<file path="src/hdl/observer_feedback_or_iir_controller_defines.svh">
// ---------------------------------------------------------------------------
// Controller assertion macros
// Shared property wrappers, clocked on clk_i and held off during reset
// ---------------------------------------------------------------------------
`ifndef OBSERVER_FEEDBACK_OR_IIR_CONTROLLER_DEFINES_SVH
`define OBSERVER_FEEDBACK_OR_IIR_CONTROLLER_DEFINES_SVH

// consequent checked in the same cycle
`define OFIC_ASSERT_SAME(label, ante, cons, msg) \
  label: assert property (@(posedge clk_i) disable iff (!rst_ni) (ante) |-> (cons)) \
    else $error(msg);

// consequent checked in the next cycle
`define OFIC_ASSERT_NEXT(label, ante, cons, msg) \
  label: assert property (@(posedge clk_i) disable iff (!rst_ni) (ante) |=> (cons)) \
    else $error(msg);

`endif

</file>
<file path="src/hdl/ofic_pkg.sv">
// ---------------------------------------------------------------------------
// Controller package
// Fixed-point constants, micro-op encoding and status types
// ---------------------------------------------------------------------------
package ofic_pkg;

  localparam int unsigned SIG_FRAC     = 16;
  localparam int unsigned COEF_FRAC    = 24;
  localparam int unsigned FILTER_ORDER = 5;
  localparam int unsigned NUM_COEF     = 32;

  // request command codes
  typedef enum logic [2:0] {
    CMD_SAMPLE  = 3'd0,
    CMD_START   = 3'd1,
    CMD_STOP    = 3'd2,
    CMD_LOAD    = 3'd3,
    CMD_SET_REF = 3'd4
  } cmd_e;

  // control modes
  localparam logic [2:0] MODE_IIR       = 3'd0;
  localparam logic [2:0] MODE_PRED      = 3'd1;
  localparam logic [2:0] MODE_PRED_INTG = 3'd3;

  // configuration register indexes
  localparam logic [2:0] REG_MODE      = 3'd0;
  localparam logic [2:0] REG_PERIOD    = 3'd1;
  localparam logic [2:0] REG_OFFSET    = 3'd2;
  localparam logic [2:0] REG_MINIMUM   = 3'd3;
  localparam logic [2:0] REG_MAXIMUM   = 3'd4;
  localparam logic [2:0] REG_TARGET    = 3'd5;
  localparam logic [2:0] REG_INCREMENT = 3'd6;

  // coefficient table slots
  localparam logic [4:0] CI_B0  = 5'd0;
  localparam logic [4:0] CI_B1  = 5'd1;
  localparam logic [4:0] CI_B2  = 5'd2;
  localparam logic [4:0] CI_B3  = 5'd3;
  localparam logic [4:0] CI_B4  = 5'd4;
  localparam logic [4:0] CI_B5  = 5'd5;
  localparam logic [4:0] CI_A1  = 5'd7;
  localparam logic [4:0] CI_A2  = 5'd8;
  localparam logic [4:0] CI_A3  = 5'd9;
  localparam logic [4:0] CI_A4  = 5'd10;
  localparam logic [4:0] CI_A5  = 5'd11;
  localparam logic [4:0] CI_A11 = 5'd16;
  localparam logic [4:0] CI_A12 = 5'd17;
  localparam logic [4:0] CI_A21 = 5'd18;
  localparam logic [4:0] CI_A22 = 5'd19;
  localparam logic [4:0] CI_BB1 = 5'd20;
  localparam logic [4:0] CI_BB2 = 5'd21;
  localparam logic [4:0] CI_C1  = 5'd22;
  localparam logic [4:0] CI_C2  = 5'd23;
  localparam logic [4:0] CI_D   = 5'd24;
  localparam logic [4:0] CI_L1  = 5'd25;
  localparam logic [4:0] CI_L2  = 5'd26;
  localparam logic [4:0] CI_K1  = 5'd27;
  localparam logic [4:0] CI_K2  = 5'd28;
  localparam logic [4:0] CI_KI  = 5'd29;
  localparam logic [4:0] CI_KR  = 5'd30;

  // operand and destination selects
  typedef enum logic [3:0] {
    SEL_ZERO, SEL_MEAS, SEL_REF, SEL_E0, SEL_E1, SEL_INTEG, SEL_LASTP,
    SEL_LASTC, SEL_X, SEL_INN, SEL_YV, SEL_D0, SEL_D1, SEL_DSH
  } sel_e;

  typedef enum logic [2:0] {
    ACC_NONE, ACC_LDS, ACC_LDP, ACC_ADDP, ACC_SUBP, ACC_ADDS, ACC_SUBS
  } acc_e;

  typedef enum logic [2:0] {
    ACT_NONE, ACT_START, ACT_STOP, ACT_DRIVE, ACT_LOAD_COEF, ACT_SET_REF
  } act_e;

  typedef enum logic {A_COEF, A_PERIOD} asel_e;

  typedef struct packed {
    logic       mul_en;
    asel_e      a_sel;
    logic [4:0] coef;
    sel_e       b_sel;
    acc_e       acc;
    sel_e       src;
    sel_e       dst;
    act_e       act;
  } uop_t;

  typedef struct packed {
    logic       accept;
    logic       out_load;
    uop_t       uop;
  } ctrl_t;

  typedef struct packed {
    logic [2:0] mode;
    logic       stop_eq;
  } status_t;

endpackage

</file>
<file path="src/hdl/ofic_ctrl.sv">
// ---------------------------------------------------------------------------
// Controller sequencer
// One-hot state machine stepping micro-op blocks for each request
// ---------------------------------------------------------------------------
module ofic_ctrl (
  input  logic              clk_i,
  input  logic              rst_ni,
  input  logic              in_valid_i,
  output logic              in_ready_o,
  input  logic [2:0]        command_i,
  input  logic              out_ready_i,
  output logic              out_valid_o,
  input  ofic_pkg::status_t status_i,
  output ofic_pkg::ctrl_t   ctrl_o
);

  typedef enum logic [9:0] {
    ST_IDLE  = 10'b0000000001,
    ST_ACT   = 10'b0000000010,
    ST_START = 10'b0000000100,
    ST_STOP  = 10'b0000001000,
    ST_IIR   = 10'b0000010000,
    ST_INTEG = 10'b0000100000,
    ST_FB    = 10'b0001000000,
    ST_PRED  = 10'b0010000000,
    ST_INNOV = 10'b0100000000,
    ST_RESP  = 10'b1000000000
  } state_e;

  localparam logic [4:0] LAST_IIR   = 5'd20;
  localparam logic [4:0] LAST_INTEG = 5'd3;
  localparam logic [4:0] LAST_FB    = 5'd5;
  localparam logic [4:0] LAST_PRED  = 5'd6;
  localparam logic [4:0] LAST_INNOV = 5'd9;
  localparam logic [4:0] LAST_START = 5'd3;

  state_e     state_q, state_d;
  logic [4:0] step_q, step_d;
  logic [2:0] cmd_q;
  logic       out_valid_q, out_valid_d;
  logic       is_iir, is_pred, integ;
  logic       accept, out_load;
  ofic_pkg::uop_t uop;

  // accumulate-only micro-op
  function automatic ofic_pkg::uop_t op(ofic_pkg::acc_e a, ofic_pkg::sel_e s,
                                        ofic_pkg::sel_e d);
    ofic_pkg::uop_t u;
    u.mul_en = 1'b0;
    u.a_sel  = ofic_pkg::A_COEF;
    u.coef   = ofic_pkg::CI_B0;
    u.b_sel  = ofic_pkg::SEL_ZERO;
    u.acc    = a;
    u.src    = s;
    u.dst    = d;
    u.act    = ofic_pkg::ACT_NONE;
    return u;
  endfunction

  // coefficient multiply plus accumulate
  function automatic ofic_pkg::uop_t opm(logic [4:0] c, ofic_pkg::sel_e b,
                                         ofic_pkg::acc_e a, ofic_pkg::sel_e s,
                                         ofic_pkg::sel_e d);
    ofic_pkg::uop_t u;
    u        = op(a, s, d);
    u.mul_en = 1'b1;
    u.coef   = c;
    u.b_sel  = b;
    return u;
  endfunction

  // action only
  function automatic ofic_pkg::uop_t opa(ofic_pkg::act_e act);
    ofic_pkg::uop_t u;
    u     = op(ofic_pkg::ACC_NONE, ofic_pkg::SEL_ZERO, ofic_pkg::SEL_ZERO);
    u.act = act;
    return u;
  endfunction

  // mode classes
  assign is_iir  = (status_i.mode == ofic_pkg::MODE_IIR);
  assign is_pred = (status_i.mode == ofic_pkg::MODE_PRED) ||
                   (status_i.mode == ofic_pkg::MODE_PRED_INTG);
  assign integ   = (status_i.mode >= ofic_pkg::MODE_PRED_INTG);

  assign in_ready_o = (state_q == ST_IDLE);
  assign accept     = in_valid_i && in_ready_o;
  assign out_load   = (state_q == ST_RESP) && (!out_valid_q || out_ready_i);

  // micro-op select and sequencing
  always_comb begin
    uop     = op(ofic_pkg::ACC_NONE, ofic_pkg::SEL_ZERO, ofic_pkg::SEL_ZERO);
    state_d = state_q;
    step_d  = step_q + 5'd1;
    case (state_q)
      ST_IDLE: begin
        step_d = '0;
        if (accept) begin
          case (command_i)
            ofic_pkg::CMD_SAMPLE: begin
              if (is_iir) state_d = ST_IIR;
              else if (is_pred) state_d = integ ? ST_INTEG : ST_FB;
              else state_d = ST_INNOV;
            end
            ofic_pkg::CMD_START: state_d = ST_START;
            ofic_pkg::CMD_STOP:  state_d = ST_STOP;
            default:             state_d = ST_ACT;
          endcase
        end
      end
      ST_ACT: begin
        if (cmd_q == ofic_pkg::CMD_LOAD) uop = opa(ofic_pkg::ACT_LOAD_COEF);
        else if (cmd_q == ofic_pkg::CMD_SET_REF) uop = opa(ofic_pkg::ACT_SET_REF);
        state_d = ST_RESP;
      end
      ST_START: begin
        case (step_q)
          5'd0: uop = opa(ofic_pkg::ACT_START);
          5'd1: uop = opm(ofic_pkg::CI_KR, is_iir ? ofic_pkg::SEL_ZERO : ofic_pkg::SEL_REF,
                          ofic_pkg::ACC_NONE, ofic_pkg::SEL_ZERO, ofic_pkg::SEL_ZERO);
          5'd2: uop = op(ofic_pkg::ACC_LDP, ofic_pkg::SEL_ZERO, ofic_pkg::SEL_LASTC);
          default: uop = opa(ofic_pkg::ACT_DRIVE);
        endcase
        if (step_q == LAST_START) state_d = ST_RESP;
      end
      ST_STOP: begin
        // a ramp step is followed by a drive update, a finished ramp is not
        if (step_q == 5'd0) begin
          uop = opa(ofic_pkg::ACT_STOP);
          if (status_i.stop_eq) state_d = ST_RESP;
        end else begin
          uop     = opa(ofic_pkg::ACT_DRIVE);
          state_d = ST_RESP;
        end
      end
      ST_IIR: begin
        case (step_q)
          5'd0:  uop = op(ofic_pkg::ACC_LDS, ofic_pkg::SEL_REF, ofic_pkg::SEL_ZERO);
          5'd1:  uop = op(ofic_pkg::ACC_SUBS, ofic_pkg::SEL_MEAS, ofic_pkg::SEL_X);
          5'd2:  uop = opm(ofic_pkg::CI_B0, ofic_pkg::SEL_X, ofic_pkg::ACC_LDS,
                           ofic_pkg::SEL_D0, ofic_pkg::SEL_ZERO);
          5'd3:  uop = op(ofic_pkg::ACC_ADDP, ofic_pkg::SEL_ZERO, ofic_pkg::SEL_YV);
          5'd4:  uop = opm(ofic_pkg::CI_B1, ofic_pkg::SEL_X, ofic_pkg::ACC_LDS,
                           ofic_pkg::SEL_D1, ofic_pkg::SEL_ZERO);
          5'd5:  uop = opm(ofic_pkg::CI_A1, ofic_pkg::SEL_YV, ofic_pkg::ACC_ADDP,
                           ofic_pkg::SEL_ZERO, ofic_pkg::SEL_ZERO);
          5'd6:  uop = op(ofic_pkg::ACC_SUBP, ofic_pkg::SEL_ZERO, ofic_pkg::SEL_DSH);
          5'd7:  uop = opm(ofic_pkg::CI_B2, ofic_pkg::SEL_X, ofic_pkg::ACC_LDS,
                           ofic_pkg::SEL_D1, ofic_pkg::SEL_ZERO);
          5'd8:  uop = opm(ofic_pkg::CI_A2, ofic_pkg::SEL_YV, ofic_pkg::ACC_ADDP,
                           ofic_pkg::SEL_ZERO, ofic_pkg::SEL_ZERO);
          5'd9:  uop = op(ofic_pkg::ACC_SUBP, ofic_pkg::SEL_ZERO, ofic_pkg::SEL_DSH);
          5'd10: uop = opm(ofic_pkg::CI_B3, ofic_pkg::SEL_X, ofic_pkg::ACC_LDS,
                           ofic_pkg::SEL_D1, ofic_pkg::SEL_ZERO);
          5'd11: uop = opm(ofic_pkg::CI_A3, ofic_pkg::SEL_YV, ofic_pkg::ACC_ADDP,
                           ofic_pkg::SEL_ZERO, ofic_pkg::SEL_ZERO);
          5'd12: uop = op(ofic_pkg::ACC_SUBP, ofic_pkg::SEL_ZERO, ofic_pkg::SEL_DSH);
          5'd13: uop = opm(ofic_pkg::CI_B4, ofic_pkg::SEL_X, ofic_pkg::ACC_LDS,
                           ofic_pkg::SEL_D1, ofic_pkg::SEL_ZERO);
          5'd14: uop = opm(ofic_pkg::CI_A4, ofic_pkg::SEL_YV, ofic_pkg::ACC_ADDP,
                           ofic_pkg::SEL_ZERO, ofic_pkg::SEL_ZERO);
          5'd15: uop = op(ofic_pkg::ACC_SUBP, ofic_pkg::SEL_ZERO, ofic_pkg::SEL_DSH);
          5'd16: uop = opm(ofic_pkg::CI_B5, ofic_pkg::SEL_X, ofic_pkg::ACC_LDS,
                           ofic_pkg::SEL_ZERO, ofic_pkg::SEL_ZERO);
          5'd17: uop = opm(ofic_pkg::CI_A5, ofic_pkg::SEL_YV, ofic_pkg::ACC_ADDP,
                           ofic_pkg::SEL_ZERO, ofic_pkg::SEL_ZERO);
          5'd18: uop = op(ofic_pkg::ACC_SUBP, ofic_pkg::SEL_ZERO, ofic_pkg::SEL_DSH);
          5'd19: uop = op(ofic_pkg::ACC_LDS, ofic_pkg::SEL_YV, ofic_pkg::SEL_LASTC);
          default: uop = opa(ofic_pkg::ACT_DRIVE);
        endcase
        if (step_q == LAST_IIR) state_d = ST_RESP;
      end
      ST_INTEG: begin
        case (step_q)
          5'd0: uop = op(ofic_pkg::ACC_LDS, ofic_pkg::SEL_REF, ofic_pkg::SEL_ZERO);
          5'd1: uop = op(ofic_pkg::ACC_SUBS, ofic_pkg::SEL_MEAS, ofic_pkg::SEL_X);
          5'd2: begin
            uop = opm(ofic_pkg::CI_B0, ofic_pkg::SEL_X, ofic_pkg::ACC_LDS,
                      ofic_pkg::SEL_INTEG, ofic_pkg::SEL_ZERO);
            uop.a_sel = ofic_pkg::A_PERIOD;
          end
          default: uop = op(ofic_pkg::ACC_ADDP, ofic_pkg::SEL_ZERO, ofic_pkg::SEL_INTEG);
        endcase
        if (step_q == LAST_INTEG) state_d = ST_FB;
      end
      ST_FB: begin
        case (step_q)
          5'd0: uop = opm(ofic_pkg::CI_KR, ofic_pkg::SEL_REF, ofic_pkg::ACC_NONE,
                          ofic_pkg::SEL_ZERO, ofic_pkg::SEL_ZERO);
          5'd1: uop = opm(ofic_pkg::CI_K1, ofic_pkg::SEL_E0, ofic_pkg::ACC_LDP,
                          ofic_pkg::SEL_ZERO, ofic_pkg::SEL_ZERO);
          5'd2: uop = opm(ofic_pkg::CI_K2, ofic_pkg::SEL_E1, ofic_pkg::ACC_SUBP,
                          ofic_pkg::SEL_ZERO, ofic_pkg::SEL_ZERO);
          5'd3: uop = opm(ofic_pkg::CI_KI, ofic_pkg::SEL_INTEG, ofic_pkg::ACC_SUBP,
                          ofic_pkg::SEL_ZERO, ofic_pkg::SEL_ZERO);
          // integral term only in the integrating modes
          5'd4: uop = op(integ ? ofic_pkg::ACC_ADDP : ofic_pkg::ACC_NONE,
                         ofic_pkg::SEL_ZERO, ofic_pkg::SEL_LASTC);
          default: uop = opa(ofic_pkg::ACT_DRIVE);
        endcase
        if (step_q == LAST_FB) state_d = ST_PRED;
      end
      ST_PRED: begin
        case (step_q)
          5'd0: uop = opm(ofic_pkg::CI_A11, ofic_pkg::SEL_E0, ofic_pkg::ACC_NONE,
                          ofic_pkg::SEL_ZERO, ofic_pkg::SEL_ZERO);
          5'd1: uop = opm(ofic_pkg::CI_A12, ofic_pkg::SEL_E1, ofic_pkg::ACC_LDP,
                          ofic_pkg::SEL_ZERO, ofic_pkg::SEL_ZERO);
          5'd2: uop = opm(ofic_pkg::CI_BB1, ofic_pkg::SEL_LASTP, ofic_pkg::ACC_ADDP,
                          ofic_pkg::SEL_ZERO, ofic_pkg::SEL_ZERO);
          5'd3: uop = opm(ofic_pkg::CI_A21, ofic_pkg::SEL_E0, ofic_pkg::ACC_ADDP,
                          ofic_pkg::SEL_ZERO, ofic_pkg::SEL_E0);
          5'd4: uop = opm(ofic_pkg::CI_A22, ofic_pkg::SEL_E1, ofic_pkg::ACC_LDP,
                          ofic_pkg::SEL_ZERO, ofic_pkg::SEL_ZERO);
          5'd5: uop = opm(ofic_pkg::CI_BB2, ofic_pkg::SEL_LASTP, ofic_pkg::ACC_ADDP,
                          ofic_pkg::SEL_ZERO, ofic_pkg::SEL_ZERO);
          default: uop = op(ofic_pkg::ACC_ADDP, ofic_pkg::SEL_ZERO, ofic_pkg::SEL_E1);
        endcase
        if (step_q == LAST_PRED) state_d = is_pred ? ST_INNOV : ST_RESP;
      end
      ST_INNOV: begin
        case (step_q)
          5'd0: uop = opm(ofic_pkg::CI_C1, ofic_pkg::SEL_E0, ofic_pkg::ACC_NONE,
                          ofic_pkg::SEL_ZERO, ofic_pkg::SEL_ZERO);
          5'd1: uop = opm(ofic_pkg::CI_C2, ofic_pkg::SEL_E1, ofic_pkg::ACC_LDP,
                          ofic_pkg::SEL_ZERO, ofic_pkg::SEL_ZERO);
          5'd2: uop = opm(ofic_pkg::CI_D, ofic_pkg::SEL_LASTP, ofic_pkg::ACC_ADDP,
                          ofic_pkg::SEL_ZERO, ofic_pkg::SEL_ZERO);
          5'd3: uop = op(ofic_pkg::ACC_ADDP, ofic_pkg::SEL_ZERO, ofic_pkg::SEL_X);
          5'd4: uop = op(ofic_pkg::ACC_LDS, ofic_pkg::SEL_MEAS, ofic_pkg::SEL_ZERO);
          5'd5: uop = op(ofic_pkg::ACC_SUBS, ofic_pkg::SEL_X, ofic_pkg::SEL_INN);
          5'd6: uop = opm(ofic_pkg::CI_L1, ofic_pkg::SEL_INN, ofic_pkg::ACC_LDS,
                          ofic_pkg::SEL_E0, ofic_pkg::SEL_ZERO);
          5'd7: uop = opm(ofic_pkg::CI_L2, ofic_pkg::SEL_INN, ofic_pkg::ACC_ADDP,
                          ofic_pkg::SEL_ZERO, ofic_pkg::SEL_E0);
          5'd8: uop = op(ofic_pkg::ACC_LDS, ofic_pkg::SEL_E1, ofic_pkg::SEL_ZERO);
          default: uop = op(ofic_pkg::ACC_ADDP, ofic_pkg::SEL_ZERO, ofic_pkg::SEL_E1);
        endcase
        if (step_q == LAST_INNOV) begin
          if (is_pred) state_d = ST_RESP;
          else state_d = integ ? ST_INTEG : ST_FB;
        end
      end
      ST_RESP: begin
        if (out_load) state_d = ST_IDLE;
      end
      default: state_d = ST_IDLE;
    endcase
    if (state_d != state_q) step_d = '0;
  end

  // output valid holds until the result is taken
  always_comb begin
    out_valid_d = out_valid_q;
    if (out_load) out_valid_d = 1'b1;
    else if (out_ready_i) out_valid_d = 1'b0;
  end

  // sequencer registers
  always_ff @(posedge clk_i or negedge rst_ni) begin
    if (!rst_ni) begin
      state_q     <= ST_IDLE;
      step_q      <= '0;
      cmd_q       <= '0;
      out_valid_q <= 1'b0;
    end else begin
      state_q     <= state_d;
      step_q      <= step_d;
      out_valid_q <= out_valid_d;
      if (accept) cmd_q <= command_i;
    end
  end

  assign out_valid_o     = out_valid_q;
  assign ctrl_o.accept   = accept;
  assign ctrl_o.out_load = out_load;
  assign ctrl_o.uop      = uop;

endmodule

</file>
<file path="config.mk">
export PLATFORM = sky130hd
export DESIGN_NAME = ofic_ctrl
export DESIGN_NICKNAME = d
export VERILOG_FILES = /design/src/hdl/observer_feedback_or_iir_controller_defines.svh /design/src/hdl/ofic_pkg.sv /design/src/hdl/ofic_ctrl.sv
export SDC_FILE = /design/constraint.sdc
export NUM_CORES = 1
export LEC_CHECK = 0
export BUFFER_PORTS_ARGS = -buffer_cell sky130_fd_sc_hd__buf_2
export CAP_MARGIN = 30
export CORE_MARGIN = 1
export CORE_UTILIZATION = 25
export DETAILED_ROUTE_END_ITERATION = 8
export SLEW_MARGIN = 5
export SYNTH_ARGS = -nofsm -noshare
export SYNTH_HDL_FRONTEND = slang
export SYNTH_SLANG_ARGS = --single-unit
</file>
<file path="constraint.sdc">
create_clock -name clk_i -period 3.3 [get_ports clk_i]
set_input_delay 0.33 -clock clk_i [delete_from_list [all_inputs] [get_ports clk_i]]
set_output_delay 0.33 -clock clk_i [all_outputs]
set_load 0.02 [all_outputs]
</file>
==> run_results.csv, run 1 <==
group,metric,value,unit
run_status,status,"completed",
cts,cts_root_buf,"clkbuf_8",
route,routed_via_density,5.93,
worst_setup_path,path_max_fanout,15,
route,drtIter0Drc,466,
pwr,swShare,53.1,%
synthesis,yosys.area.top_type,"dfrtp_1",
grt,grt_max_degree,21,
worst_setup_path,max_stage_delay,0.57,ns
worst_hold_path,hp-class,"in2async",
synthesis,ys_top_cells_by_area,"dfrtp_1, nand2_1, o21ai_0",
final_layout,drive_above_1_share,22.0,%
synthesis,synth_top_flop_cell,"dfrtp_1",
route,drt.antenna.violating_nets,0,
pwr,power_switching,0.809,mW
cts,clk_pin_slew_worst_paths,0.08,ns
cts,clock_latency,0.26,ns
synthesis,synth_edf_count,0,
timing,grt_setup_unrepaired,"false",
placed_design,dp_cells,564,
cts,cts_resized,0,
floorplanning,rows,38,
worst_setup_path,crit_slowest_cell,"ha_1",
pwr,p_int,0.716,mW
worst_setup_path,reg2reg_slack,0.57,ns
worst_setup_path,crit_path_start_kind,"register",
placed_design,pre_cts_ws,0.625,ns
synthesis,syn-num-nets,411,
grt,first_global_vias,3143,
cts,clock-sinks,19,
final_layout,layout_common_cells,"nand2_1, buf_2, nor2_1",
placed_design,dp_hpwl,8200,um
grt,antenna_found_initial,0,
route,routed_wl,10600,um
synthesis,avgSynthCellArea,7.11,um2
worst_setup_path,path_cells,"inv_1 -> ha_1 -> nand2b_1 -> nor3_1 -> buf_4 -> o21ai_0 -> a221oi_1 -> nand2_1 -> buf_2",
pwr,leakagePower,1.41,nW
floorplanning,die_h,107,um
synthesis,ys_seq_area_share,17.1,%
cts,cts_tree,"built",
pwr,p_comb_share,66.9,%
timing,worst_pin_slew,0.628,ns
timing,hold_violations,0,
final_layout,diodes,0,
route,wl_per_cell,18.6,um
worst_setup_path,critPathCaptureType,"output pin",
grt,grt-ovfl-total,0,
timing,fin_tns_setup,0,ns
cts,clockBufferDepth,2,
placed_design,port_buffers,39,
route,drt-pass1-iter-count,6,
timing,slew_violations,0,
cts,postCtsHoldBufs,0,
pwr,clockPowerShare,11.2,%
pwr,seq_power_share,22.0,%
placed_design,gp_congestion,0.954,
final_layout,nNetsFinal,449,
worst_setup_path,rr_worst_depth,7,
pwr,powerDensity,473,nW/um2
synthesis,ys_warn_count,0,
final_layout,instances_no_fill,568,
timing,clock.fmax,331,MHz
pwr,peakVddDrop,206,uV
route,drc_errors,0,
worst_setup_path,arrival,2.69,ns
cts,cts_buffers,3,
synthesis,netlist_area,2780,um2
worst_setup_path,crit_type,"reg2out",
timing,min_period_over_period,91.6,%
floorplanning,core,10800,um2
worst_setup_path,cp.required,2.97,ns
worst_setup_path,critPathTopFamily,"buffers and inverters",
floorplanning,io_pins,40,
grt,grt_use_total,18.2,%
final_layout,areaGrowthSynthToFinish,15.9,%
final_layout,final_common_cell,"nand2_1",
timing,skew,0.00550,ns
timing,setup_violations,0,
cts,h-tree-depth,1,
cts,post_cts_buffers,0,
run,maxCapViolations,0,
synthesis,synthCells,391,
synthesis,yosysTopAreaCellShare,16.2,%
floorplanning,start_util,25.6,%
timing,worst_slack,0.277,ns
grt,grt_pass1_wl,16500,um
worst_setup_path,cp.depth,9,
floorplanning,fp.dieW,107,um
worst_setup_path,r2r-start,"step_q[1]",
timing,relSlewSlack,57.6,%
route,vias,3367,
synthesis,ys_ff_latch,19,
timing,finalCriticalPeriod,3.02,ns
synthesis,synth_cell_type_count,80,
worst_setup_path,crit_buf_inv,3,
floorplanning,die-area,11500,um2
synthesis,async_flop_share,100,%
worst_setup_path,r2r_end,"state_q[3]",
## final cells by class
type	count	area, um2
tap	140	175
fill	1222	7620
inverter	11	41.3
clock buffer	3	41.3
clock inverter	1	5.00
timing repair buffer	66	398
sequential	19	477
multi-input combinational	328	2090
## worst register-to-register path: cells and delay by family, from the launching register on
family,cells,cell delay [ns]
and+or+nand+nor,3,0.99
adders and majority gates,1,0.57
DFF,1,0.39
AOI/OAI and AO/OA,2,0.45
buffers and inverters,1,0.22
## stage by stage
| step | utilization [%] | hold slack, ns | area, um2 | power [mW] |
|---|---|---|---|---|
| after detailed placement | 29.3 | 0.311 | 3180 | 1.33 |
| after global placement | 29.3 | 0.303 | 3180 | 1.34 |
| after floorplan | - | 0.0344 | 2780 | 1.04 |
| final | 29.7 | 0.00917 | 3220 | 1.52 |
| after CTS | 29.7 | 0.0228 | 3220 | 1.50 |
| after global routing | 29.7 | 0.0333 | 3220 | 1.62 |
## cells in the mapped netlist, types with 3 or more instances
library cell  instances
a211oi_1              4
a21boi_0              3
a21oi_1              28
a221oi_1              4
a22o_1                3
a31oi_1               4
a41oi_1               4
and3_1                7
buf_2                 9
buf_4                 5
buf_6                 3
clkbuf_1             14
dfrtp_1              18
ha_1                  9
inv_1                10
mux2_2                3
nand2_1              51
nand2b_1              4
nand3_1              19
nand3b_1              3
nand4_1               5
nor2_1               34
nor2b_1               7
nor3_1               17
nor4_1                3
nor4b_1               5
nor4bb_1              3
o21ai_0              31
o21ai_1               4
o31ai_1               3
o32ai_1               3
or2_2                 3
or3_1                 4
or4_1                 3
or4b_1                5
xor2_1                4
## flip-flops by register name, summed over array words and instances, names as in the netlist
name         cells
step_q           5
cmd_q            3
state_q         10
out_valid_o      1
## how the worst max path moves through the flow
stage                          from         end  slack, ns
after floorplan           step_q[0]  ctrl_o[17]       0.60
after global placement    step_q[1]   ctrl_o[0]       0.52
after detailed placement  step_q[1]   ctrl_o[0]       0.62
after CTS                 step_q[1]   ctrl_o[0]       0.32
after global routing      step_q[1]  ctrl_o[20]       0.15
final                     step_q[1]   ctrl_o[0]       0.28
## per-layer routing
metal / track usage, % / up-vias / part of all wire (%)
met1: 25.5 / 1561 / 44
met4: 6.36 / 0 / 3.1
met3: 3.09 / 35 / 8.3
met2: 27.8 / 221 / 45
li1: - / 1550 / -
met5: 0 / - / 0
## logic make-up after synthesis
family,synth area share [%]
AOI/OAI and AO/OA,28.1
xor gates and xnor gates,1.58
adders and majority gates,4.05
buffers and inverters,7.83
DFF,17.1
muxes,1.58
and+or+nand+nor,39.7
## power groups by stage
stage               clock network, mW  logic, mW  registers, mW
floorplan                           0      0.709          0.328
detailed placement                  0      0.989          0.339
finish                          0.170       1.02          0.335
global route                    0.184       1.10          0.341
CTS                             0.175      0.995          0.334
global placement                    0       1.01          0.335
Note: power is estimated with default switching activity, not from simulation.
==> run 2, diff against run 1 <==
==> constraint.sdc (replaced) <==
create_clock -name clk_i -period 2.55 [get_ports clk_i]
set_input_delay 0.255 -clock clk_i [delete_from_list [all_inputs] [get_ports clk_i]]
set_output_delay 0.255 -clock clk_i [all_outputs]
set_load 0.02 [all_outputs]
==> run 2 against run 1 <==
Net effect:
- the run now ends with setup timing left
- global-route usage rose by 0.63 points
- combinational power rose by 72%
- utilization rose by 6.6 points
- cell area rose by 22%
- critical path depth fell by 1
- clock skew rose by 0.0016 ns
- die area did not move
- clock-buffer cell count did not move
- via count rose by 11%
- worst hold slack improved by 0.27 ns
- clock power rose by 41%
- routed wire length rose by 12%
- critical path type unchanged
- largest power group unchanged
- highest routed layer unchanged
==> run_results.csv, run 2 (same netlist as run 1, synthesis figures left out) <==
group,metric,value,unit
worst_setup_path,max_stage_delay,0.56,ns
worst_setup_path,critPathCaptureType,"output pin",
final_layout,layout_common_cells,"buf_4, nand2_1, buf_2",
route,routed_wl,11800,um
floorplanning,fp.dieW,107,um
grt,antenna_found_initial,0,
placed_design,dp_hpwl,8270,um
route,wl_per_cell,19.1,um
grt,grt_pass1_wl,17200,um
pwr,powerDensity,618,nW/um2
final_layout,areaGrowthSynthToFinish,41.7,%
route,drt-pass1-iter-count,7,
final_layout,final_util,36.3,%
cts,clk_pin_slew_worst_paths,0.09,ns
final_layout,final_cell_area,3940,um2
cts,cts_tree,"built",
timing,relSlewSlack,63.7,%
timing,hold_ws,0.278,ns
final_layout,top_regs,"state_q: 10 flops, step_q: 5 flops, cmd_q: 3 flops",
timing,slew_violations,0,
cts,cts_root_buf,"clkbuf_8",
timing,worst_slack,-0.0204,ns
worst_setup_path,crit_slowest_cell,"or4b_4",
run,maxCapViolations,0,
cts,cts_buffers,3,
floorplanning,rows,38,
timing,worst_pin_slew,0.537,ns
route,vias,3722,
run_status,violations,"setup timing",
worst_setup_path,crit_path_start_kind,"register",
cts,clock-sinks,19,
cts,h-tree-depth,1,
worst_hold_path,hp-class,"in2reg",
timing,grt_setup_unrepaired,"true",
grt,grt-ovfl-total,0,
timing,setup_violations,1,
worst_setup_path,critPathMostFrequentCell,"buf_4",
floorplanning,start_util,25.6,%
worst_setup_path,cp.required,2.30,ns
final_layout,diodes,0,
grt,grt_max_degree,22,
placed_design,port_buffers,39,
pwr,p_total,2.43,mW
grt,grt_use_total,18.8,%
final_layout,nNetsFinal,500,
placed_design,gp_congestion,0.980,
final_layout,top_register,"state_q",
grt,first_global_vias,3405,
floorplanning,die_h,107,um
placed_design,pre_cts_ws,0.0859,ns
placed_design,dp_cells,583,
worst_setup_path,path_max_fanout,5,
route,drtIter0Drc,510,
timing,fin_tns_setup,-0.0204,ns
route,routed_via_density,6.01,
final_layout,drive_above_1_share,41.3,%
cts,clockBufferDepth,2,
timing,hold_violations,0,
floorplanning,core,10800,um2
floorplanning,die-area,11500,um2
timing,skew,0.00713,ns
worst_setup_path,path_cells,"buf_4 -> or4b_4 -> nor2_4 -> buf_6 -> buf_4 -> a41oi_1 -> o21ai_0 -> buf_2",
final_layout,final_common_cell,"buf_4",
worst_setup_path,crit_type,"reg2out",
cts,clock_latency,0.28,ns
timing,min_period_over_period,101,%
placed_design,placed_area,3320,um2
timing,finalCriticalPeriod,2.57,ns
final_layout,largest_reg_flops,10,
route,drt.antenna.violating_nets,0,
final_layout,instances_no_fill,619,
floorplanning,io_pins,40,
pwr,leakagePower,1.71,nW
route,drc_errors,0,
run_status,status,"finished with violations",
worst_setup_path,arrival,2.32,ns
timing,clock.fmax,389,MHz
pwr,peakVddDrop,298,uV
## run 2: cell count changes in the layout (fill, tap and decap cells not counted), sizes merged
cell,previous run,this run
buf,66,115
clkbuf,3,4
clkinv,1,0
clkinvlp,0,1
dlygate4sd3,0,1
## run 2: report_power, final
| group | switching [mW] | total [mW] | internal (mW) |
|---|---|---|---|
| sequential | 0.0733 | 0.442 | 0.369 |
| combinational | 1.05 | 1.75 | 0.699 |
| clock | 0.128 | 0.239 | 0.111 |
## run 2: final timing paths
| check | depth (start not counted) | to | startpoint | slack (ns) |
|---|---|---|---|---|
| hold / removal | 2 | cmd_q[0] | command_i[0] | 0.28 |
| min in group asynchronous | 2 | state_q[8] | rst_ni | 0.45 |
| hold reg to reg | 1 | cmd_q[2] | cmd_q[2] | 0.55 |
| setup reg to reg | 7 | step_q[1] | state_q[8] | 0.07 |
| setup / recovery | 8 | ctrl_o[7] | state_q[7] | -0.02 |
| max in group asynchronous | 2 | state_q[0] | rst_ni | 1.74 |
## run 2: layout make-up
cell class                 instances  area, um2
clock inverter                     1       7.51
inverter                          11       41.3
multi-input combinational        328       2370
fill                            1110       6900
sequential                        19        482
timing repair buffer             117        818
tap                              140        175
clock buffer                       3       41.3
## run 2: repair_timing
item,CTS,global route
hold buffers,1,0
setup endpoints to repair,20,22
endpoints found under the hold margin,18,0
cloned,0,1
resized for setup,24,62
pin swaps,3,12
setup buffers,11,19
## run 2: critical path, delay by kind of cell (launching register included)
kind            cells  cell delay [ns]
compound gates      2             0.22
flops               1             0.45
simple gates        2             0.73
buf+inv             4             0.63
## run 2: layer usage
| metal | track usage [%] | routed length [um] |
|---|---|---|
| met2 | 30.3 | 5540 |
| met3 | 3.21 | 1160 |
| met5 | 0 | 0 |
| met4 | 9.59 | 611 |
| met1 | 24.0 | 4510 |
==> run 3, diff against run 2 <==
--- a/config.mk
+++ b/config.mk
@@ -10,6 +10,7 @@
 export CORE_MARGIN = 1
 export CORE_UTILIZATION = 25
 export DETAILED_ROUTE_END_ITERATION = 8
+export SETUP_SLACK_MARGIN = 0.5
 export SLEW_MARGIN = 5
 export SYNTH_ARGS = -nofsm -noshare
 export SYNTH_HDL_FRONTEND = slang
==> run 3 against run 2 <==
Net effect:
- the run still ends with setup timing left
- worst setup slack lost 0.039 ns
- register-to-register slack lost 0.08 ns
- final cell count grew 5.5%
- combinational power is 31% higher
- cell area rose by 24%
- utilization is 8.9 points higher
- largest cell class unchanged
- total power increased by 23%
- routed wire length grew 12%
- highest routed layer unchanged
- via count grew 6.0%
- worst hold slack better by 0.013 ns
- clock-buffer cell count unchanged
==> run_results.csv, run 3 (same netlist as run 1, synthesis figures left out) <==
group,metric,value,unit
floorplanning,die_h,107,um
floorplanning,rows,38,
worst_setup_path,crit_slowest_cell,"or4b_4",
placed_design,dp_cells,591,
pwr,p_total,2.98,mW
worst_setup_path,crit_path_start_kind,"register",
worst_hold_path,min_path_cells,2,
final_layout,top_register,"state_q",
grt,grt_use_total,22.0,%
route,routed_via_density,6.04,
timing,skew,0.00486,ns
placed_design,gp_congestion,0.992,
worst_setup_path,reg2reg_slack,-0.01,ns
pwr,peakVddDrop,285,uV
worst_setup_path,arrival,2.35,ns
worst_setup_path,max_stage_delay,0.54,ns
grt,first_global_vias,3680,
timing,relSlewSlack,63.5,%
final_layout,nNetsFinal,534,
cts,cts_root_buf,"clkbuf_8",
timing,slew_violations,0,
route,vias,3946,
grt,antenna_found_initial,0,
timing,worst_pin_slew,0.540,ns
route,routed_wl,13300,um
cts,clock-sinks,19,
timing,setup_violations,12,
floorplanning,start_util,25.6,%
cts,h-tree-depth,1,
final_layout,diodes,0,
timing,min_period_over_period,102,%
cts,clk_pin_slew_worst_paths,0.07,ns
worst_setup_path,rr_worst_depth,9,
worst_setup_path,critPathCaptureType,"output pin",
grt,grt_max_degree,23,
route,drt-pass1-iter-count,5,
worst_setup_path,r2r-start,"state_q[4]",
worst_setup_path,path_max_fanout,5,
final_layout,instances_no_fill,653,
timing,clock.fmax,383,MHz
timing,worst_slack,-0.0593,ns
worst_setup_path,cp.required,2.30,ns
floorplanning,core,10800,um2
floorplanning,die-area,11500,um2
route,drt.antenna.violating_nets,0,
placed_design,dp_hpwl,9040,um
final_layout,layout_common_cells,"buf_4, buf_6, nand2_1",
timing,grt_setup_unrepaired,"true",
timing,finalCriticalPeriod,2.61,ns
final_layout,final_common_cell,"buf_4",
timing,hold_violations,0,
worst_setup_path,crit_buf_inv,3,
worst_setup_path,r2r_end,"step_q[0]",
grt,grt-ovfl-total,0,
final_layout,areaGrowthSynthToFinish,76.3,%
final_layout,top_regs,"state_q: 10 flops, step_q: 5 flops, cmd_q: 3 flops",
cts,clockBufferDepth,2,
run_status,violations,"setup timing",
run,maxCapViolations,0,
cts,cts_buffers,3,
floorplanning,fp.dieW,107,um
worst_hold_path,hp-start,"command_i[0]",
final_layout,drive_above_1_share,57.3,%
route,wl_per_cell,20.3,um
cts,clock_latency,0.27,ns
pwr,leakagePower,2.04,nW
worst_hold_path,min_to,"cmd_q[0]",
worst_setup_path,crit_type,"reg2out",
route,drc_errors,0,
worst_setup_path,critPathTopFamily,"simple AND/OR/NAND/NOR gates",
grt,grt_pass1_wl,19800,um
worst_setup_path,critPathMostFrequentCell,"buf_6",
worst_hold_path,hp-class,"in2reg",
placed_design,port_buffers,39,
run_status,status,"finished with violations",
cts,cts_tree,"built",
final_layout,largest_reg_flops,10,
pwr,powerDensity,608,nW/um2
worst_setup_path,path_cells,"inv_4 -> ha_4 -> or4b_4 -> buf_6 -> nor2_4 -> o2111ai_2 -> nand3b_1 -> buf_6",
route,drtIter0Drc,537,
floorplanning,io_pins,40,
-- run 3: cell count changes in the layout (fill, tap and decap cells not counted), sizes merged --
cell and delta:
clkbuf -1, buf +35, clkinv +1, clkinvlp -1
-- run 3: worst max path at each step --
stage | depth (start not counted) | startpoint | to | slack [ns]
after global placement | 8 | step_q[0] | ctrl_o[3] | 0.07
after detailed placement | 8 | step_q[0] | ctrl_o[3] | 0.05
after floorplan | 9 | step_q[0] | ctrl_o[12] | 0.28
after CTS | 6 | state_q[9] | ctrl_o[12] | -0.01
final | 8 | step_q[1] | ctrl_o[12] | -0.06
after global routing | 8 | state_q[9] | ctrl_o[3] | -0.14
-- run 3: repair_timing --
action	in CTS	in global routing
pin swaps	50	30
endpoints found under the hold margin	18	0
hold buffers	1	0
resized for setup	147	67
endpoints found under the setup margin	37	44
buffers inserted	43	14
-- run 3: power breakdown --
| group | total, mW | switching, mW | internal (mW) |
|---|---|---|---|
| clock | 0.226 | 0.117 | 0.109 |
| combinational | 2.29 | 1.28 | 1.02 |
| sequential | 0.462 | 0.0911 | 0.371 |
| total | 2.98 | 1.49 | 1.50 |
-- run 3: area by class of cell --
cell class,instances,area [um2]
Multi-Input combinational cell,328,2800
Fill cell,1022,5940
Clock buffer,3,41.3
Clock inverter,1,5.00
Inverter,11,46.3
Sequential cell,19,487
Tap cell,140,175
Timing Repair Buffer,151,1350
-- run 3: worst register-to-register path, delay by kind of cell, from the launching register on --
family / cells / cell delay, ns
AO/OA/AOI/OAI: 3 / 0.82
buffers and inverters: 3 / 0.50
flip-flops: 1 / 0.41
AND/OR/NAND/NOR: 3 / 0.76
-- run 3: per-layer routing --
metal  share of wire, %  GRT usage (%)  routed length [um]  up-vias
li1                   -              -                   -     1725
met3                8.2           2.91                1090       87
met4                7.0           11.1                 929        0
met2                 46           36.1                6120      252
met1                 39           28.2                5140     1882
met5                  0              0                   0        -
-- run 3: stage by stage --
step / setup TNS [ns] / cell area, um2 / hold WS (ns) / worst slack, ns / utilization [%]
finish: -0.289 / 4900 / 0.290 / -0.0593 / 45.2
global route: -1.29 / 4900 / 0.287 / -0.140 / 45.2
CTS: -0.0193 / 4510 / 0.283 / -0.0101 / 41.6
detailed placement: 0 / 3570 / 0.237 / 0.0519 / 33.0
global placement: 0 / 3570 / 0.220 / 0.0702 / 33.0
floorplan: 0 / 2990 / -0.0406 / 0.282 / -
